$ cat src/rtl/core/fss_pkg.sv
// ---------------------------------------------------------------------------
// Feeder servo step sequencer package
// Shared constants, control word layout, microcode table and channel remap.
// ---------------------------------------------------------------------------
package fss_pkg;

    localparam int FEEDER_COUNT_DEF = 16;
    localparam int MIN_ANGLE_DEF    = 0;
    localparam int MAX_ANGLE_DEF    = 180;

    localparam int FEEDER_W  = 4;
    localparam int ANGLE_W   = 10;
    localparam int LEN_W     = 5;
    localparam int ANG_OUT_W = 8;
    localparam int TICKS_W   = 12;
    localparam int SETTLE_W  = 16;
    localparam int CFG_W     = 16;
    localparam int CFG_IDX_W = 3;
    localparam int PC_W      = 4;
    localparam int COUNT_W   = 3;

    localparam logic [LEN_W-1:0] FEED_MIN_LEN = 5'd2;
    localparam logic [LEN_W-1:0] FEED_MAX_LEN = 5'd24;

    localparam logic CMD_SET  = 1'b0;
    localparam logic CMD_FEED = 1'b1;

    typedef enum logic [CFG_IDX_W-1:0] {
        REG_GLOBAL_ENABLE = 3'd0,
        REG_FEEDER_MASK   = 3'd1,
        REG_FULL_ANGLE    = 3'd2,
        REG_HALF_ANGLE    = 3'd3,
        REG_RETRACT_ANGLE = 3'd4,
        REG_SETTLE_MS     = 3'd5,
        REG_MIN_TICKS     = 3'd6,
        REG_MAX_TICKS     = 3'd7
    } reg_idx_t;

    localparam logic                 RST_GLOBAL_ENABLE = 1'b1;
    localparam logic [15:0]          RST_FEEDER_MASK   = 16'hFFFF;
    localparam logic [ANG_OUT_W-1:0] RST_FULL_ANGLE    = 8'd90;
    localparam logic [ANG_OUT_W-1:0] RST_HALF_ANGLE    = 8'd45;
    localparam logic [ANG_OUT_W-1:0] RST_RETRACT_ANGLE = 8'd0;
    localparam logic [SETTLE_W-1:0]  RST_SETTLE_MS     = 16'd200;
    localparam logic [TICKS_W-1:0]   RST_MIN_TICKS     = 12'd0;
    localparam logic [TICKS_W-1:0]   RST_MAX_TICKS     = 12'd480;

    typedef enum logic [2:0] {
        SRC_REJECT,
        SRC_FULL,
        SRC_HALF,
        SRC_RETRACT,
        SRC_INPUT
    } src_t;

    typedef enum logic [1:0] {
        LAST_NEVER,
        LAST_ALWAYS,
        LAST_IF_END
    } last_sel_t;

    typedef enum logic [2:0] {
        JMP_NEXT,
        JMP_END,
        JMP_IF_REJECT,
        JMP_IF_SET,
        JMP_IF_NO_FULL,
        JMP_FULL_LOOP
    } jmp_t;

    typedef struct packed {
        logic            emit;
        src_t            src;
        last_sel_t       last_sel;
        jmp_t            jmp;
        logic [PC_W-1:0] target;
    } cw_t;

    typedef struct packed {
        logic                       ok;
        logic                       last;
        logic [FEEDER_W-1:0]        chan;
        logic [SETTLE_W-1:0]        settle;
        logic signed [ANGLE_W:0]    ang;
    } step_t;

    typedef struct packed {
        logic                 strobe;
        logic                 ok;
        logic [FEEDER_W-1:0]  chan;
        logic [TICKS_W-1:0]   ticks;
        logic [ANG_OUT_W-1:0] ang;
        logic [SETTLE_W-1:0]  settle;
        logic                 last;
    } result_t;

    localparam logic [PC_W-1:0] PC_CHK_REJECT = 4'd0;
    localparam logic [PC_W-1:0] PC_CHK_SET    = 4'd1;
    localparam logic [PC_W-1:0] PC_CHK_FULL   = 4'd2;
    localparam logic [PC_W-1:0] PC_FULL_A     = 4'd3;
    localparam logic [PC_W-1:0] PC_FULL_R     = 4'd4;
    localparam logic [PC_W-1:0] PC_FULL_B     = 4'd5;
    localparam logic [PC_W-1:0] PC_HALF_A     = 4'd6;
    localparam logic [PC_W-1:0] PC_HALF_R     = 4'd7;
    localparam logic [PC_W-1:0] PC_HALF_B     = 4'd8;
    localparam logic [PC_W-1:0] PC_REJECT     = 4'd9;
    localparam logic [PC_W-1:0] PC_SET        = 4'd10;

    function automatic cw_t ucode(input logic [PC_W-1:0] pc);
        cw_t w;
        w = '{emit: 1'b0, src: SRC_REJECT, last_sel: LAST_NEVER, jmp: JMP_END,
              target: PC_CHK_REJECT};
        unique case (pc)
            PC_CHK_REJECT: w = '{1'b0, SRC_REJECT, LAST_NEVER, JMP_IF_REJECT, PC_REJECT};
            PC_CHK_SET:    w = '{1'b0, SRC_REJECT, LAST_NEVER, JMP_IF_SET, PC_SET};
            PC_CHK_FULL:   w = '{1'b0, SRC_REJECT, LAST_NEVER, JMP_IF_NO_FULL, PC_HALF_A};
            PC_FULL_A:     w = '{1'b1, SRC_FULL, LAST_NEVER, JMP_NEXT, PC_CHK_REJECT};
            PC_FULL_R:     w = '{1'b1, SRC_RETRACT, LAST_NEVER, JMP_NEXT, PC_CHK_REJECT};
            PC_FULL_B:     w = '{1'b1, SRC_FULL, LAST_IF_END, JMP_FULL_LOOP, PC_FULL_A};
            PC_HALF_A:     w = '{1'b1, SRC_HALF, LAST_NEVER, JMP_NEXT, PC_CHK_REJECT};
            PC_HALF_R:     w = '{1'b1, SRC_RETRACT, LAST_NEVER, JMP_NEXT, PC_CHK_REJECT};
            PC_HALF_B:     w = '{1'b1, SRC_FULL, LAST_ALWAYS, JMP_END, PC_CHK_REJECT};
            PC_REJECT:     w = '{1'b1, SRC_REJECT, LAST_ALWAYS, JMP_END, PC_CHK_REJECT};
            PC_SET:        w = '{1'b1, SRC_INPUT, LAST_ALWAYS, JMP_END, PC_CHK_REJECT};
            default:       w = '{1'b0, SRC_REJECT, LAST_NEVER, JMP_END, PC_CHK_REJECT};
        endcase
        return w;
    endfunction

    function automatic logic [FEEDER_W-1:0] phys_chan(input logic [FEEDER_W-1:0] f);
        logic [FEEDER_W-1:0] c;
        c = f;
        unique case (f)
            4'd8:    c = 4'd15;
            4'd9:    c = 4'd14;
            4'd10:   c = 4'd13;
            4'd11:   c = 4'd8;
            4'd12:   c = 4'd9;
            4'd13:   c = 4'd10;
            4'd14:   c = 4'd11;
            4'd15:   c = 4'd12;
            default: c = f;
        endcase
        return c;
    endfunction

endpackage

$ cat src/rtl/core/fss_datapath.sv
// ---------------------------------------------------------------------------
// Feeder servo tick map pipeline
// Clamps each step angle and maps it to PWM ticks over four register stages.
// ---------------------------------------------------------------------------
module fss_datapath
    import fss_pkg::*;
#(
    parameter int MIN_ANGLE = MIN_ANGLE_DEF,
    parameter int MAX_ANGLE = MAX_ANGLE_DEF
)
(
    input  logic               clk,
    input  logic               rst_n,
    input  logic               step_valid,
    input  step_t              step_in,
    input  logic [TICKS_W-1:0] min_ticks,
    input  logic [TICKS_W-1:0] max_ticks,
    output result_t            result
);

    localparam int SPAN        = MAX_ANGLE - MIN_ANGLE;
    localparam int RECIP_SHIFT = 24;
    localparam int MAG_W       = 20;
    localparam int PROD_W      = 22;
    localparam int RECIP_W     = RECIP_SHIFT + 1;
    localparam logic [RECIP_W-1:0] RECIP =
        RECIP_W'((34'd1 << RECIP_SHIFT) / SPAN);

    typedef struct packed {
        logic                 ok;
        logic                 last;
        logic [FEEDER_W-1:0]  chan;
        logic [SETTLE_W-1:0]  settle;
        logic [ANG_OUT_W-1:0] ang;
    } meta_t;

    logic                        v1_reg, v2_reg, v3_reg;
    step_t                       s1_reg;
    meta_t                       m2_reg, m3_reg;
    logic signed [PROD_W-1:0]    prod2_reg, prod2_next;
    logic [ANG_OUT_W-1:0]        clamp2;
    logic [MAG_W-1:0]            mag3_reg, mag3_next;
    logic [MAG_W-1:0]            qest3_reg, qest3_next;
    logic                        neg3_reg;
    logic [MAG_W+RECIP_W-1:0]    recip_prod;
    logic [PROD_W-1:0]           abs_prod;
    logic [MAG_W-1:0]            qspan, rem, q;
    logic signed [TICKS_W+1:0]   qs, t;
    logic signed [TICKS_W:0]     diff;
    logic [ANG_OUT_W-1:0]        coff;
    result_t                     res_reg, res_next;

    always_comb
    begin
        if (s1_reg.ang < $signed((ANGLE_W+1)'(MIN_ANGLE)))
        begin
            clamp2 = ANG_OUT_W'(MIN_ANGLE);
        end
        else if (s1_reg.ang > $signed((ANGLE_W+1)'(MAX_ANGLE)))
        begin
            clamp2 = ANG_OUT_W'(MAX_ANGLE);
        end
        else
        begin
            clamp2 = s1_reg.ang[ANG_OUT_W-1:0];
        end
        coff       = clamp2 - ANG_OUT_W'(MIN_ANGLE);
        diff       = $signed({1'b0, max_ticks}) - $signed({1'b0, min_ticks});
        prod2_next = PROD_W'($signed({1'b0, coff}) * diff);
    end

    always_comb
    begin
        abs_prod   = prod2_reg[PROD_W-1] ? PROD_W'(-prod2_reg) : PROD_W'(prod2_reg);
        mag3_next  = abs_prod[MAG_W-1:0];
        recip_prod = (MAG_W+RECIP_W)'(mag3_next) * (MAG_W+RECIP_W)'(RECIP);
        qest3_next = recip_prod[RECIP_SHIFT +: MAG_W];
    end

    always_comb
    begin
        qspan = MAG_W'(qest3_reg * MAG_W'(SPAN));
        rem   = mag3_reg - qspan;
        q     = (rem >= MAG_W'(SPAN)) ? qest3_reg + MAG_W'(1) : qest3_reg;
        qs    = $signed({2'b00, q[TICKS_W-1:0]});
        t     = $signed({2'b00, min_ticks}) + (neg3_reg ? -qs : qs);

        res_next.strobe = v3_reg;
        res_next.ok     = m3_reg.ok;
        res_next.chan   = m3_reg.chan;
        res_next.ticks  = m3_reg.ok ? t[TICKS_W-1:0] : '0;
        res_next.ang    = m3_reg.ang;
        res_next.settle = m3_reg.settle;
        res_next.last   = m3_reg.last;
    end

    always_ff @(posedge clk or negedge rst_n)
    begin
        if (!rst_n)
        begin
            v1_reg  <= 1'b0;
            v2_reg  <= 1'b0;
            v3_reg  <= 1'b0;
            res_reg <= '0;
        end
        else
        begin
            v1_reg  <= step_valid;
            v2_reg  <= v1_reg;
            v3_reg  <= v2_reg;
            res_reg <= res_next;
        end
    end

    always_ff @(posedge clk)
    begin
        s1_reg      <= step_in;
        prod2_reg   <= prod2_next;
        m2_reg.ok     <= s1_reg.ok;
        m2_reg.last   <= s1_reg.last;
        m2_reg.chan   <= s1_reg.chan;
        m2_reg.settle <= s1_reg.settle;
        m2_reg.ang    <= s1_reg.ok ? clamp2 : '0;
        m3_reg      <= m2_reg;
        mag3_reg    <= mag3_next;
        qest3_reg   <= qest3_next;
        neg3_reg    <= prod2_reg[PROD_W-1];
    end

    assign result = res_reg;

endmodule

$ cat src/rtl/core/feeder_servo_step_sequencer_top.sv
// ---------------------------------------------------------------------------
// Feeder servo step sequencer
// Microcoded sequencer that turns set-angle and feed commands into servo
// steps, each mapped to PWM ticks by a pipelined datapath.
//
// Channel  Handshake          Payload
// input    start / busy       cmd, feeder, angle, feed_length
// config   cfg_wr             cfg_addr, cfg_data
// result   strobe (1 cycle)   ok, channel, ticks, out_angle, settle_ms, last
//
// busy is high from the cycle after start is taken until the last step is
// issued. Once its check states are done, the microcode issues one step per
// cycle; each step passes through the datapath registers before its result
// appears.
// Reset leaves the registers at their documented values and the block idle.
// The receiver cannot stall: strobe marks a beat for exactly one cycle.
// ---------------------------------------------------------------------------
module feeder_servo_step_sequencer_top
    import fss_pkg::*;
#(
    parameter int FEEDER_COUNT = FEEDER_COUNT_DEF,
    parameter int MIN_ANGLE    = MIN_ANGLE_DEF,
    parameter int MAX_ANGLE    = MAX_ANGLE_DEF
)
(
    input  logic                       clk,
    input  logic                       rst_n,
    input  logic                       start,
    output logic                       busy,
    input  logic                       cmd,
    input  logic [FEEDER_W-1:0]        feeder,
    input  logic signed [ANGLE_W-1:0]  angle,
    input  logic [LEN_W-1:0]           feed_length,
    input  logic                       cfg_wr,
    input  logic [CFG_IDX_W-1:0]       cfg_addr,
    input  logic [CFG_W-1:0]           cfg_data,
    output logic                       strobe,
    output logic                       ok,
    output logic [FEEDER_W-1:0]        channel,
    output logic [TICKS_W-1:0]         ticks,
    output logic [ANG_OUT_W-1:0]       out_angle,
    output logic [SETTLE_W-1:0]        settle_ms,
    output logic                       last
);

    logic                       global_enable_reg;
    logic [15:0]                feeder_mask_reg;
    logic [ANG_OUT_W-1:0]       full_angle_reg;
    logic [ANG_OUT_W-1:0]       half_angle_reg;
    logic [ANG_OUT_W-1:0]       retract_angle_reg;
    logic [SETTLE_W-1:0]        settle_reg;
    logic [TICKS_W-1:0]         min_ticks_reg;
    logic [TICKS_W-1:0]         max_ticks_reg;

    logic                       run_reg, run_next;
    logic [PC_W-1:0]            pc_reg, pc_next;
    logic [COUNT_W-1:0]         count_reg, count_next;
    logic                       half_reg, half_next;
    logic                       reject_reg, reject_next;
    logic                       cmd_reg, cmd_next;
    logic [FEEDER_W-1:0]        feeder_reg, feeder_next;
    logic signed [ANGLE_W-1:0]  angle_reg, angle_next;

    logic                       accept;
    logic                       feeder_ok;
    logic                       len_ok;
    logic                       end_of_feed;
    cw_t                        cw;
    logic                       step_valid;
    step_t                      step;
    result_t                    result;

    assign accept = start && !run_reg;
    assign busy   = run_reg;
    assign cw     = ucode(pc_reg);

    always_ff @(posedge clk or negedge rst_n)
    begin
        if (!rst_n)
        begin
            global_enable_reg <= RST_GLOBAL_ENABLE;
            feeder_mask_reg   <= RST_FEEDER_MASK;
            full_angle_reg    <= RST_FULL_ANGLE;
            half_angle_reg    <= RST_HALF_ANGLE;
            retract_angle_reg <= RST_RETRACT_ANGLE;
            settle_reg        <= RST_SETTLE_MS;
            min_ticks_reg     <= RST_MIN_TICKS;
            max_ticks_reg     <= RST_MAX_TICKS;
        end
        else if (cfg_wr)
        begin
            unique case (reg_idx_t'(cfg_addr))
                REG_GLOBAL_ENABLE: global_enable_reg <= cfg_data[0];
                REG_FEEDER_MASK:   feeder_mask_reg   <= cfg_data;
                REG_FULL_ANGLE:    full_angle_reg    <= cfg_data[ANG_OUT_W-1:0];
                REG_HALF_ANGLE:    half_angle_reg    <= cfg_data[ANG_OUT_W-1:0];
                REG_RETRACT_ANGLE: retract_angle_reg <= cfg_data[ANG_OUT_W-1:0];
                REG_SETTLE_MS:     settle_reg        <= cfg_data[SETTLE_W-1:0];
                REG_MIN_TICKS:     min_ticks_reg     <= cfg_data[TICKS_W-1:0];
                REG_MAX_TICKS:     max_ticks_reg     <= cfg_data[TICKS_W-1:0];
                default:           global_enable_reg <= global_enable_reg;
            endcase
        end
    end

    always_comb
    begin
        feeder_ok = ({1'b0, feeder} < (FEEDER_W+1)'(FEEDER_COUNT)) && feeder_mask_reg[feeder];
        len_ok    = !feed_length[0] && (feed_length >= FEED_MIN_LEN)
                    && (feed_length <= FEED_MAX_LEN);
        end_of_feed = (count_reg == COUNT_W'(1)) && !half_reg;

        run_next    = run_reg;
        pc_next     = pc_reg;
        count_next  = count_reg;
        half_next   = half_reg;
        reject_next = reject_reg;
        cmd_next    = cmd_reg;
        feeder_next = feeder_reg;
        angle_next  = angle_reg;

        if (accept)
        begin
            run_next    = 1'b1;
            pc_next     = PC_CHK_REJECT;
            count_next  = feed_length[LEN_W-1:2];
            half_next   = feed_length[1];
            reject_next = !global_enable_reg || !feeder_ok || ((cmd == CMD_FEED) && !len_ok);
            cmd_next    = cmd;
            feeder_next = feeder;
            angle_next  = angle;
        end
        else if (run_reg)
        begin
            unique case (cw.jmp)
                JMP_NEXT:       pc_next = pc_reg + PC_W'(1);
                JMP_END:        run_next = 1'b0;
                JMP_IF_REJECT:  pc_next = reject_reg ? cw.target : pc_reg + PC_W'(1);
                JMP_IF_SET:     pc_next = (cmd_reg == CMD_SET) ? cw.target : pc_reg + PC_W'(1);
                JMP_IF_NO_FULL: pc_next = (count_reg == '0) ? cw.target : pc_reg + PC_W'(1);
                JMP_FULL_LOOP:
                begin
                    count_next = count_reg - COUNT_W'(1);
                    priority if (count_reg != COUNT_W'(1))
                    begin
                        pc_next = cw.target;
                    end
                    else if (half_reg)
                    begin
                        pc_next = pc_reg + PC_W'(1);
                    end
                    else
                    begin
                        run_next = 1'b0;
                    end
                end
                default:        run_next = 1'b0;
            endcase
        end
    end

    always_comb
    begin
        step_valid  = run_reg && cw.emit;
        step.ok     = 1'b1;
        step.chan   = phys_chan(feeder_reg);
        step.settle = settle_reg;
        step.ang    = '0;
        unique case (cw.src)
            SRC_REJECT:
            begin
                step.ok     = 1'b0;
                step.chan   = '0;
                step.settle = '0;
            end
            SRC_FULL:    step.ang = $signed({3'b000, full_angle_reg});
            SRC_HALF:    step.ang = $signed({3'b000, half_angle_reg});
            SRC_RETRACT: step.ang = $signed({3'b000, retract_angle_reg});
            SRC_INPUT:
            begin
                step.ang    = $signed({angle_reg[ANGLE_W-1], angle_reg});
                step.settle = '0;
            end
            default:     step.ok = 1'b0;
        endcase
        unique case (cw.last_sel)
            LAST_NEVER:  step.last = 1'b0;
            LAST_ALWAYS: step.last = 1'b1;
            LAST_IF_END: step.last = end_of_feed;
            default:     step.last = 1'b1;
        endcase
    end

    always_ff @(posedge clk or negedge rst_n)
    begin
        if (!rst_n)
        begin
            run_reg <= 1'b0;
            pc_reg  <= PC_CHK_REJECT;
        end
        else
        begin
            run_reg <= run_next;
            pc_reg  <= pc_next;
        end
    end

    always_ff @(posedge clk)
    begin
        count_reg  <= count_next;
        half_reg   <= half_next;
        reject_reg <= reject_next;
        cmd_reg    <= cmd_next;
        feeder_reg <= feeder_next;
        angle_reg  <= angle_next;
    end

    fss_datapath #(
        .MIN_ANGLE (MIN_ANGLE),
        .MAX_ANGLE (MAX_ANGLE)
    ) u_datapath (
        .clk        (clk),
        .rst_n      (rst_n),
        .step_valid (step_valid),
        .step_in    (step),
        .min_ticks  (min_ticks_reg),
        .max_ticks  (max_ticks_reg),
        .result     (result)
    );

    assign strobe    = result.strobe;
    assign ok        = result.ok;
    assign channel   = result.chan;
    assign ticks     = result.ticks;
    assign out_angle = result.ang;
    assign settle_ms = result.settle;
    assign last      = result.last;

`ifndef SYNTH
    a_accept_busy: assert property (@(posedge clk) disable iff (!rst_n)
        start && !busy |=> busy)
        else $error("busy not raised after a command beat");

    a_end_on_last: assert property (@(posedge clk) disable iff (!rst_n)
        $fell(busy) |-> $past(step_valid && step.last))
        else $error("sequence ended without a final step");

    a_loop_count: assert property (@(posedge clk) disable iff (!rst_n)
        run_reg && cw.jmp == JMP_FULL_LOOP |-> count_reg != '0)
        else $error("advance loop entered with no triples left");

    a_reject_beat: assert property (@(posedge clk) disable iff (!rst_n)
        strobe && !ok |-> last && ticks == '0 && settle_ms == '0 && channel == '0)
        else $error("rejection beat carries payload");
`endif

endmodule

$ cat config.mk
export PLATFORM = sky130hd
export DESIGN_NAME = feeder_servo_step_sequencer_top
export DESIGN_NICKNAME = d
export VERILOG_FILES = /design/src/rtl/core/fss_pkg.sv /design/src/rtl/core/fss_datapath.sv /design/src/rtl/core/feeder_servo_step_sequencer_top.sv
export SDC_FILE = /design/constraint.sdc
export NUM_CORES = 1
export LEC_CHECK = 0
export BUFFER_PORTS_ARGS = -buffer_cell sky130_fd_sc_hd__clkbuf_2
export CAP_MARGIN = 20
export CORE_MARGIN = 3
export CORE_UTILIZATION = 60
export DETAILED_ROUTE_END_ITERATION = 10
export PLACE_DENSITY = 0.89
export SLEW_MARGIN = 5
export SYNTH_ARGS = -nofsm -noshare
export SYNTH_HDL_FRONTEND = slang
export SYNTH_SLANG_ARGS = --single-unit
$ cat constraint.sdc
create_clock -name clk -period 15.3 [get_ports clk]
set_input_delay 2.295 -clock clk [delete_from_list [all_inputs] [get_ports clk]]
set_output_delay 2.295 -clock clk [all_outputs]
set_load 0.1 [all_outputs]
Word-level counts from Yosys, hierarchy flattened
Memories as Yosys holds them, arrays and structs flattened.
Cells that the tools add are included.

storage, ports and cells
  bits in registers = 301
  bits in latches = 0
  bits in writable memories = 0
  ROM bits = 208
  bits of input ports = 43
  output and inout port bits = 44
  word-level logic and storage cells = 153
  memories = 1

cells by class
  add/subtract/negate cells = 8
  multipliers = 3
  divide/modulo/power cells = 0
  order comparisons = 6
  eq/ne operators = 27
  shift-type cells = 0
  muxes and demuxes = 28
  bitwise logic cells = 0
  reduce and logical (&&, ||, !) cells = 35

memory list
  memory            depth  width  rd ports  clocked after Yosys merged registers in  wr ports  line            text
  (name not given)  16     13     1         0                                        0         fss_pkg.sv:113  unique case (pc)

operators by type and width
  cell                                                                count
  case mux 11 bit (4 select lines)                                    1
  multiplier 20 x 16 -> 36 bit, second input constant                 1
  two-way mux 12 bit                                                  3
  == test 4 bit, second input constant                                8
  case mux 4 bit (8 select lines)                                     1
  two-way mux 4 bit                                                   7
  multiplier 9 x 13 -> 22 bit                                         1
  == test 3 bit, second input constant                                7
  greater-or-equal comparator 20 x 8 -> 1 bit, second input constant  1
  two-way mux 20 bit                                                  1
  negation 20 bit                                                     1
  case mux 4 bit (5 select lines)                                     1
  subtractor 20 bit                                                   1
  == test 3 x 2 -> 1 bit, second input constant                       6
  multiplier 13 x 6 -> 18 bit, second input constant                  1
  AND reduction 2 bit                                                 9
  two-way mux 8 bit                                                   2
  subtractor 12 x 12 -> 13 bit                                        1
  adder 12 x 1 -> 12 bit, second input constant                       1
  adder 12 bit                                                        1
  logical NOT 3 bit                                                   4
  negation 12 bit                                                     1
  greater-than comparator 11 x 9 -> 1 bit, second input constant      1
  < comparator 11 x 1 -> 1 bit, second input constant                 1
  22 further kinds                                                    45

Longest topological paths before layout
Gate-level depths: netlist (run 1).

  word-level depth = 8
  mapped depth = 48
  mapped depth without buffers = 47

By module
A second synthesis (run 1) with hierarchy kept.

unflattened totals
  cell total of the unflattened synthesis = 2,150
  area, all modules = 22,231.3 um^2

modules (own cells, without submodules)
  module                           times used  cells an instance  area each (um^2)  seq. area each (um^2)
  fss_datapath                     1           1,768              17,120.2          4,073.9
  feeder_servo_step_sequencer_top  1           382                5,111.2           2,792.7

Least setup slack after synthesis (run 1)
No wires, ideal clock.

  path kind = flip-flop to flip-flop
  start = register u_datapath.qest3_reg[1]
  end = register u_datapath.res_reg (netlist bit u_datapath.result[36])
  setup time = 0.069 ns
  arrival time = 8.662 ns
  required time = 15.231 ns
  setup slack = 6.569 ns
  stages on the path, launching flop included = 47
  path buffers = 1
  clock period less this slack = 8.731 ns
  cells stage by stage = dfxtp_1 > ha_1 > xor2_1 > ha_1 > inv_1 > fa_1 > inv_1 > ha_1 > nor2b_1 > o21ai_0 > a21oi_1 > o21ai_0 > a21oi_1 > o21ai_0 > a21oi_1 > o21ai_0 > nand2b_1 > a21o_1 > [11 not listed] > buf_6 > xnor2_1 > inv_1 > ha_1 > mux2_2 > ha_1 > a21o_1 > a21o_1 > a21o_1 > a31o_2 > a211oi_1 > o21ai_0 > o211ai_1 > xnor2_1 > xnor2_1 > nand3_1 > or4_1 > nand3_1

RTL lines
  item                    line                 text
  start, declared         fss_datapath.sv:43   logic [MAG_W-1:0] qest3_reg, qest3_next;
  start signal, assigned  fss_datapath.sv:126  qest3_reg <= qest3_next;
  end signal, assigned    fss_datapath.sv:111  res_reg <= res_next;
  end, declared           fss_datapath.sv:51   result_t res_reg, res_next;

==> results.md, run 1 <==
- Via count: 15336
- Fmax: 102 MHz
- Post-synth cell types: 82
- Post-Syn Instances: 2075
- Die height: 196 µm
- Worst r2r path cells: 45
- First-pass GRT wire length: 82000 µm
- Antenna cells: 0
- Gr ovfl total: 0
- Vias per inst: 5.80
- R2R Path Start: u_datapath.qest3_reg[1]
- Detailed Place HPWL: 38800 µm
- Worst clock skew: 11.7 ps
- Setup Fix Bufs, Post-CTS: 0
- Synth Area per Inst: 10.5 µm²
- Status: completed
- R2R setup slack: 5520 ps
- CTS HTree Levels: 1
- Ys async rst share: 44.4%
- Number of global-route vias before repair: 16139
- RSZ-0062 raised after global routing: false
- Post-synth EDFFs: 20
- Cell family with most CP delay: compound AO/OA/AOI/OAI gates
- Slew @ Worst Pin: 1080 ps
- Final min period: 9780 ps
- FF-to-FF End: u_datapath.result[36]
- CTS Root Cell: clkbuf_16
- FP Rows: 69
- # Max-Cap Violations: 0
- Final hold vios: 0
- Synth warn: 0
- Type of origin of the critical path: flip-flop
- Setup TNS: 0 ps
- Cell mode on critical path: ha_1
- Synth area leaders: fa_1 (18%), ha_1 (15%), dfxtp_1 (13%)
- Placed Area: 22600 µm²
- Worst slew margin: 26.8%
- Post-DRT Antenna Nets: 0
- WL/cell: 19.3 µm
- Max-slew violation count: 0
- Slowest CP cell: dfxtp_1
- Min-Delay Path Depth: 0
- DIE WIDTH: 196 µm
- Worst min-delay path class: reg2reg
- Die area: 38500 µm²
- # DRC: 0
- Num CTS Buffers: 27
- Starting Density: 60.9%
- WP data required: 15780 ps
- WL final: 50900 µm
- Worst setup path class: reg2reg
- Largest family of logic cells by synthesized area: adder cells
- Dominant register cell in the synthesized netlist: dfxtp_1
- Synth Area in Compound Gates: 8.22%
- Hold_sp: u_datapath.m2_reg[2]
- Post-synthesis mux area share: 5.42%
- Largest net degree at the start of global routing: 83
- Max incr delay on CP: 520 ps
- Clock transition at the registers of the reported paths: 70 ps
- CP bufs+invs: 3
- Clk Latency, worst-skew pair: 550 ps
- Area leader, netlist: fa_1
- Drt first pass iters: 6
- DR iter-0 viols: 1082
- I/O Buffers: 86
- Hold slack: 322 ps
- Mapped Area: 21700 µm²
- CTS tree: built
- Synth top area share: 18.3%
- All-layer global routing usage: 26.2%
- Post-synthesis sequential area ratio: 31.5%
- Post-cts hold buffer count: 0
- Max clock buf depth: 3
- Core area: 35700 µm²
- XOR/XNOR Fraction of Synth Area: 4.55%
- Hold EP: u_datapath.m3_reg[2]
- Post-synthesis register bit count: 297
- Sink Count: 297
- Area delta synth->final: 8.71%
- Setup violations, final: 0
- Post-Synth Adder-Cell Area: 33.5%
- Crit. End Element: flip-flop
- # nets final: 2669
- Routability Congestion: 0.955
- Syn_nets: 2580
- Share of cells above drive strength 1: 13.4%
- I/O pin count: 87
- Initial antenna violation count: 0
- Max reg flops: 43
- Critical Path AT: 10260 ps
- Resized Gates After CTS: 0
- Final instance area: 23600 µm²
- Crit share post-route: 63.9%
- Crit-path max FO: 8
- Post-Synth Simple-Gate Area: 9.80%
-- Yosys cell counts (all sizes together) (4+ instances only) --
cell and n:
a211oi 7, a21boi 9, a21o 24, a21oi 77, a221oi 12, a31o 4, a31oi 6, and2 36
and3 7, buf 7, clkbuf 29, dfrtp 100, dfstp 32, dfxtp 145, edfxtp 20, fa 199
ha 263, inv 363, mux2 83, mux2i 13, mux4 5, nand2 111, nand2b 21, nand3 28
nand3b 9, nand4 7, nor2 125, nor2b 15, nor3 24, nor3b 5, o211ai 7, o21a 12
o21ai 67, o21bai 4, o22ai 6, o311ai 4, o31ai 9, o41ai 4, or2 11, or3 14
or4 7, xnor2 81, xor2 31
-- stage by stage --
stage / std cells / setup WS, ps / util (%)
3_5_place_dp: 2592 / 5670 / 63.4
5_1_grt: 2645 / 4640 / 66.2
6_report: 2645 / 5520 / 66.2
3_3_place_gp: 2592 / 5970 / 63.4
4_1_cts: 2641 / 5570 / 66.1
2_1_floorplan: 2075 / 6570 / -
-- area by class of cell --
cell class              instances  area, µm²
clock buffers                  35        778
flip-flops and latches        297       6850
multi-input cells            1379      13400
clock inverters                14        151
fillers                      2543      12100
repair buffers                 96        532
well taps                     461        577
inverters                     363       1360
-- placed cells by master, fill, tap and decap left out, drive strengths merged, types with 31 or more instances in the layout --
master  synthesis  final
a21oi          77     77
and2           36     36
clkbuf         29    121
dfrtp         100    100
dfstp          32     32
dfxtp         145    145
fa            199    199
ha            263    263
inv           363    366
mux2           83     83
nand2         111    111
nor2          125    125
o21ai          67     67
xnor2          81     81
xor2           31     31
-- worst reg2reg max path: cells and delay by family, from the launching register on --
family | cells | cell delay, ps
xor gates and xnor gates | 5 | 880
adders and majority gates | 7 | 2370
buffers and inverters | 3 | 170
and+or+nand+nor | 11 | 2280
DFF | 1 | 520
AOI/OAI and AO/OA | 18 | 3210
muxes | 1 | 280
-- per-layer routing --
metal  wire [µm]  track usage (%)  vias to the layer above
li1            -                -                     6997
met3        2910             3.54                      129
met1       21100             35.1                     7643
met5           0                0                        -
met4        1670             7.29                        0
met2       25200             45.1                      567
-- worst max-delay path by stage --
| stage | from | endpoint | slack, ps | depth (start not counted) |
|---|---|---|---|---|
| global route | u_datapath.qest3_reg[1] | u_datapath.result[36] | 4640 | 45 |
| global placement | u_datapath.qest3_reg[1] | u_datapath.result[36] | 5970 | 45 |
| detailed placement | u_datapath.qest3_reg[1] | u_datapath.result[36] | 5670 | 45 |
| finish | u_datapath.qest3_reg[1] | u_datapath.result[36] | 5520 | 45 |
| floorplan | u_datapath.qest3_reg[1] | u_datapath.result[36] | 6570 | 46 |
| CTS | u_datapath.qest3_reg[1] | u_datapath.result[36] | 5570 | 45 |
-- logic make-up (layout without fill, tap and decap cells) --
kind of cell,after synthesis,count (layout)
xor gates and xnor gates,112,112
adders and majority gates,462,462
DFF,297,297
buffers and inverters,399,508
and+or+nand+nor,431,431
AOI/OAI and AO/OA,273,273
muxes,101,101
Power of run 1 is left out: the tool's default activity adds up to more than one toggle a clock period on the data nets, which glitch-free logic cannot reach.
==> inputs of run 2 (changes only) <==
Settings changed: CORE_UTILIZATION 60 to 57, PLACE_DENSITY 0.89 to 0.88.
Clock period 15.3 ns to 8.1 ns, I/O delays scaled along.
==> results.md, run 2 (synthesis results as in run 1) <==
- Num CTS Buffers: 27
- Fmax: 118 MHz
- Placed cells: 2705
- Worst slew margin: 28.7%
- Worst r2r path cells: 47
- Slew @ Worst Pin: 1060 ps
- Fin cells: 2784
- Largest net degree at the start of global routing: 81
- Final hold vios: 0
- Routability Congestion: 0.936
- R2R Path Start: u_datapath.qest3_reg[2]
- First-pass GRT wire length: 86500 µm
- # Max-Cap Violations: 0
- Sink Count: 297
- Crit. End Element: flip-flop
- Max-slew violation count: 0
- CTS Root Cell: clkbuf_16
- Setup WS post-layout: -362 ps
- Detailed Place HPWL: 41000 µm
- Number of global-route vias before repair: 17223
- Share of cells above drive strength 1: 19.2%
- Core area: 37000 µm²
- Gr ovfl total: 0
- Most common cell after layout, fill and taps aside: inv_1
- Post-cts hold buffer count: 0
- Clock transition at the registers of the reported paths: 70 ps
- DR iter-0 viols: 1244
- Crit path to: u_datapath.result[35]
- Worst min-delay path class: reg2reg
- Post-DRT Antenna Nets: 0
- Type of origin of the critical path: flip-flop
- FP Rows: 70
- R2R setup slack: -360 ps
- # nets final: 2762
- Status: finished, violations left
- Placed Area: 23200 µm²
- WP data required: 8540 ps
- CTS HTree Levels: 1
- WL/cell: 19.3 µm
- All-layer global routing usage: 26.2%
- Commonest cells after routing, fill and taps aside: inv_1 (359), ha_1 (253), fa_1 (198), dfxtp_1 (139), nor2_1 (123)
- FF-to-FF End: u_datapath.result[35]
- Starting Density: 58.6%
- Max incr delay on CP: 490 ps
- DIE WIDTH: 201 µm
- Core Util, Final: 66.4%
- Via count: 15993
- Final min period: 8460 ps
- Clk Latency, worst-skew pair: 580 ps
- Setup TNS: -933 ps
- Die area: 40500 µm²
- # DRC: 0
- Max clock buf depth: 3
- Failing checks: setup timing
- Die height: 201 µm
- WL final: 53800 µm
- Worst setup path class: reg2reg
- Max reg flops: 43
- CTS tree: built
- I/O pin count: 87
- I/O Buffers: 86
- Initial antenna violation count: 1
- Slowest CP cell: fa_1
- Vias per inst: 5.74
- Area delta synth->final: 13.3%
- Final instance area: 24600 µm²
- Crit-path max FO: 3
- Worst clock skew: 31.8 ps
- Drt first pass iters: 5
- Min-Delay Path Depth: 0
- Critical Path Start: u_datapath.qest3_reg[2]
- Setup violations, final: 3
- Critical Path AT: 8900 ps
- RSZ-0062 raised after global routing: true
- Crit share post-route: 104%
## run 2: area by class of cell
type	count	area, µm²
multi-input cells	1379	13700
clock buffers	37	723
clock inverters	13	113
diodes	2	5.00
inverters	363	1360
fillers	2487	12400
flip-flops and latches	297	6860
repair buffers	189	1220
well taps	504	631
## run 2: critical path, delay by kind of cell, from the launching register on
family | cells | cell delay (ps)
AO/OA/AOI/OAI | 17 | 2540
XOR/XNOR | 5 | 730
adder cells (fa/ha/maj) | 7 | 2240
buffers and inverters | 5 | 550
flip-flops | 1 | 330
AND/OR/NAND/NOR | 13 | 1920
## run 2: what timing repair did
| item | in CTS | in global routing |
|---|---|---|
| pin swaps | 45 | 51 |
| resized for setup | 21 | 45 |
| setup endpoints to repair | 2 | 11 |
| setup buffers | 16 | 10 |
## run 2: stage by stage
stage               hold WS (ps)  worst slack, ps
global placement             310             -118
CTS                          307             -366
floorplan                    310             3.61
finish                       303             -362
global route                 308             -789
detailed placement           312             -442
## run 2: layer usage
metal / global-route usage [%] / part of all wire (%)
met1: 33.0 / 38
met2: 46.0 / 50
met3: 4.74 / 7.9
met4: 8.70 / 4.1
met5: 0 / 0.024
## run 2: worst min path at each step
| stage | from | end | slack, ps |
|---|---|---|---|
| floorplan | u_datapath.s1_reg[13] | u_datapath.m2_reg[10] | 310 |
| finish | u_datapath.m2_reg[29] | u_datapath.m3_reg[29] | 300 |
| global placement | u_datapath.m2_reg[9] | u_datapath.m3_reg[9] | 310 |
| detailed placement | u_datapath.s1_reg[21] | u_datapath.m2_reg[18] | 310 |
| global route | u_datapath.m3_reg[1] | u_datapath.result[18] | 310 |
| CTS | u_datapath.m3_reg[1] | u_datapath.result[18] | 310 |
Power of run 2 is left out for the same reason.
==> inputs of run 3 (changes only) <==
Settings changed: RECOVER_POWER from default to 50.
Clock period 8.1 ns to 7.1 ns, I/O delays scaled along.
==> results.md, run 3 (synthesis results as in run 1) <==
- Core Util, Final: 69.7%
- Setup WS post-layout: -1370 ps
- RSZ-0062 raised after global routing: true
- CTS tree: built
- Via count: 17421
- CTS Root Cell: clkbuf_16
- Max-slew violation count: 73
- Slew @ Worst Pin: 4050 ps
- Setup TNS: -9890 ps
- Area delta synth->final: 19.0%
- WL final: 62800 µm
- WL/cell: 21.7 µm
- Max reg flops: 43
- Post-DRT Antenna Nets: 0
- Clk Latency, worst-skew pair: 570 ps
- Placed Area: 24200 µm²
- I/O Buffers: 86
- FP Rows: 70
- Type of origin of the critical path: flip-flop
- Status: finished, violations left
- Final instance area: 25800 µm²
- # DRC: 0
- Gr ovfl total: 0
- Share of cells above drive strength 1: 24.2%
- Worst clock skew: 23.2 ps
- Cell mode on critical path: a21oi_2
- CTS HTree Levels: 1
- Max clock buf depth: 3
- Initial antenna violation count: 2
- Die height: 201 µm
- Most common cell after layout, fill and taps aside: inv_1
- Clock transition at the registers of the reported paths: 70 ps
- Worst setup path class: reg2reg
- # Max-Cap Violations: 1
- Max incr delay on CP: 500 ps
- Number of global-route vias before repair: 18128
- I/O pin count: 87
- Starting Density: 58.6%
- Worst min-delay path class: reg2reg
- Post-cts hold buffer count: 0
- First-pass GRT wire length: 92900 µm
- Detailed Place HPWL: 43200 µm
- Drt first pass iters: 9
- Fmax: 118 MHz
- Worst r2r path cells: 46
- Failing checks: capacitance limit, slew limit, setup timing
- Critical Path AT: 8970 ps
- WP data required: 7600 ps
- Final min period: 8470 ps
- Die area: 40500 µm²
- Commonest cells after routing, fill and taps aside: inv_1 (358), ha_1 (241), buf_4 (204), fa_1 (194), dfxtp_1 (136)
- Sink Count: 297
- # nets final: 2875
- Crit-path max FO: 4
- Setup violations, final: 19
- Min-Delay Path Depth: 0
- Final hold vios: 0
- Crit. End Element: flip-flop
- Routability Congestion: 0.957
- DIE WIDTH: 201 µm
- Crit share post-route: 119%
- Core area: 37000 µm²
- Num CTS Buffers: 28
- Slowest CP cell: fa_1
- Largest net degree at the start of global routing: 73
- Vias per inst: 6.01
- All-layer global routing usage: 28.3%
- Worst slew margin: -170%
- DR iter-0 viols: 1622
-- run 3: cell count changes in the layout (fill, tap and decap cells not counted), moves of 7 or more --
cell      before  now
buf_4         98  204
clkbuf_1       9   22
clkbuf_2      85   77
ha_1         253  241
ha_4           9   18
mux2_2        82   75
o21ai_0       58   41
o21ai_1        5   16
-- run 3: worst max-delay path: cells and delay by family (launching register included) --
kind	cells	cell delay, ps
compound gates	17	2390
simple gates	12	2350
fa+ha+maj	7	2140
xor+xnor	7	990
flops	1	360
buf+inv	3	180
-- run 3: final timing paths --
kind | startpoint | to | slack (ps)
setup / recovery | u_datapath.qest3_reg[1] | u_datapath.result[36] | -1370
hold / removal | u_datapath.m2_reg[2] | u_datapath.m3_reg[2] | 320
setup reg to reg | u_datapath.qest3_reg[1] | u_datapath.result[36] | -1370
hold reg to reg | u_datapath.m2_reg[2] | u_datapath.m3_reg[2] | 320
max in group asynchronous | rst_n | half_angle_reg[1] | 2780
min in group asynchronous | rst_n | u_datapath.result[4] | 1900
-- run 3: area by class of cell --
type,instances,area [µm²]
Antenna cell,1,2.50
Clock buffer,40,817
Clock inverter,12,159
Fill cell,2308,11200
Inverter,363,1360
Multi-Input combinational cell,1379,14000
Sequential cell,297,6870
Tap cell,504,631
Timing Repair Buffer,301,2030
-- run 3: repair_timing --
action / in CTS / in global routing
buffers inserted: 10 / 12
cloned: 0 / 0
pin swaps: 45 / 65
resized for setup: 43 / 93
endpoints found under the setup margin: 20 / 25
-- run 3: metrics by stage --
step	hold WS, ps	instances	setup slack [ps]
3_3_place_gp	310	2818	-1130
6_report	316	2897	-1370
2_1_floorplan	310	2075	-867
5_1_grt	327	2896	-1850
4_1_cts	322	2880	-1280
3_5_place_dp	312	2819	-1410
-- run 3: metal layers --
| metal | track usage [%] | up-vias | share of wire (%) |
|---|---|---|---|
| met5 | 0 | - | 0 |
| met4 | 10.3 | 0 | 6.3 |
| met3 | 5.05 | 354 | 9.1 |
| met2 | 50.5 | 1108 | 50 |
| met1 | 34.6 | 8543 | 35 |
| li1 | - | 7416 | - |
Power of run 3 is left out for the same reason.
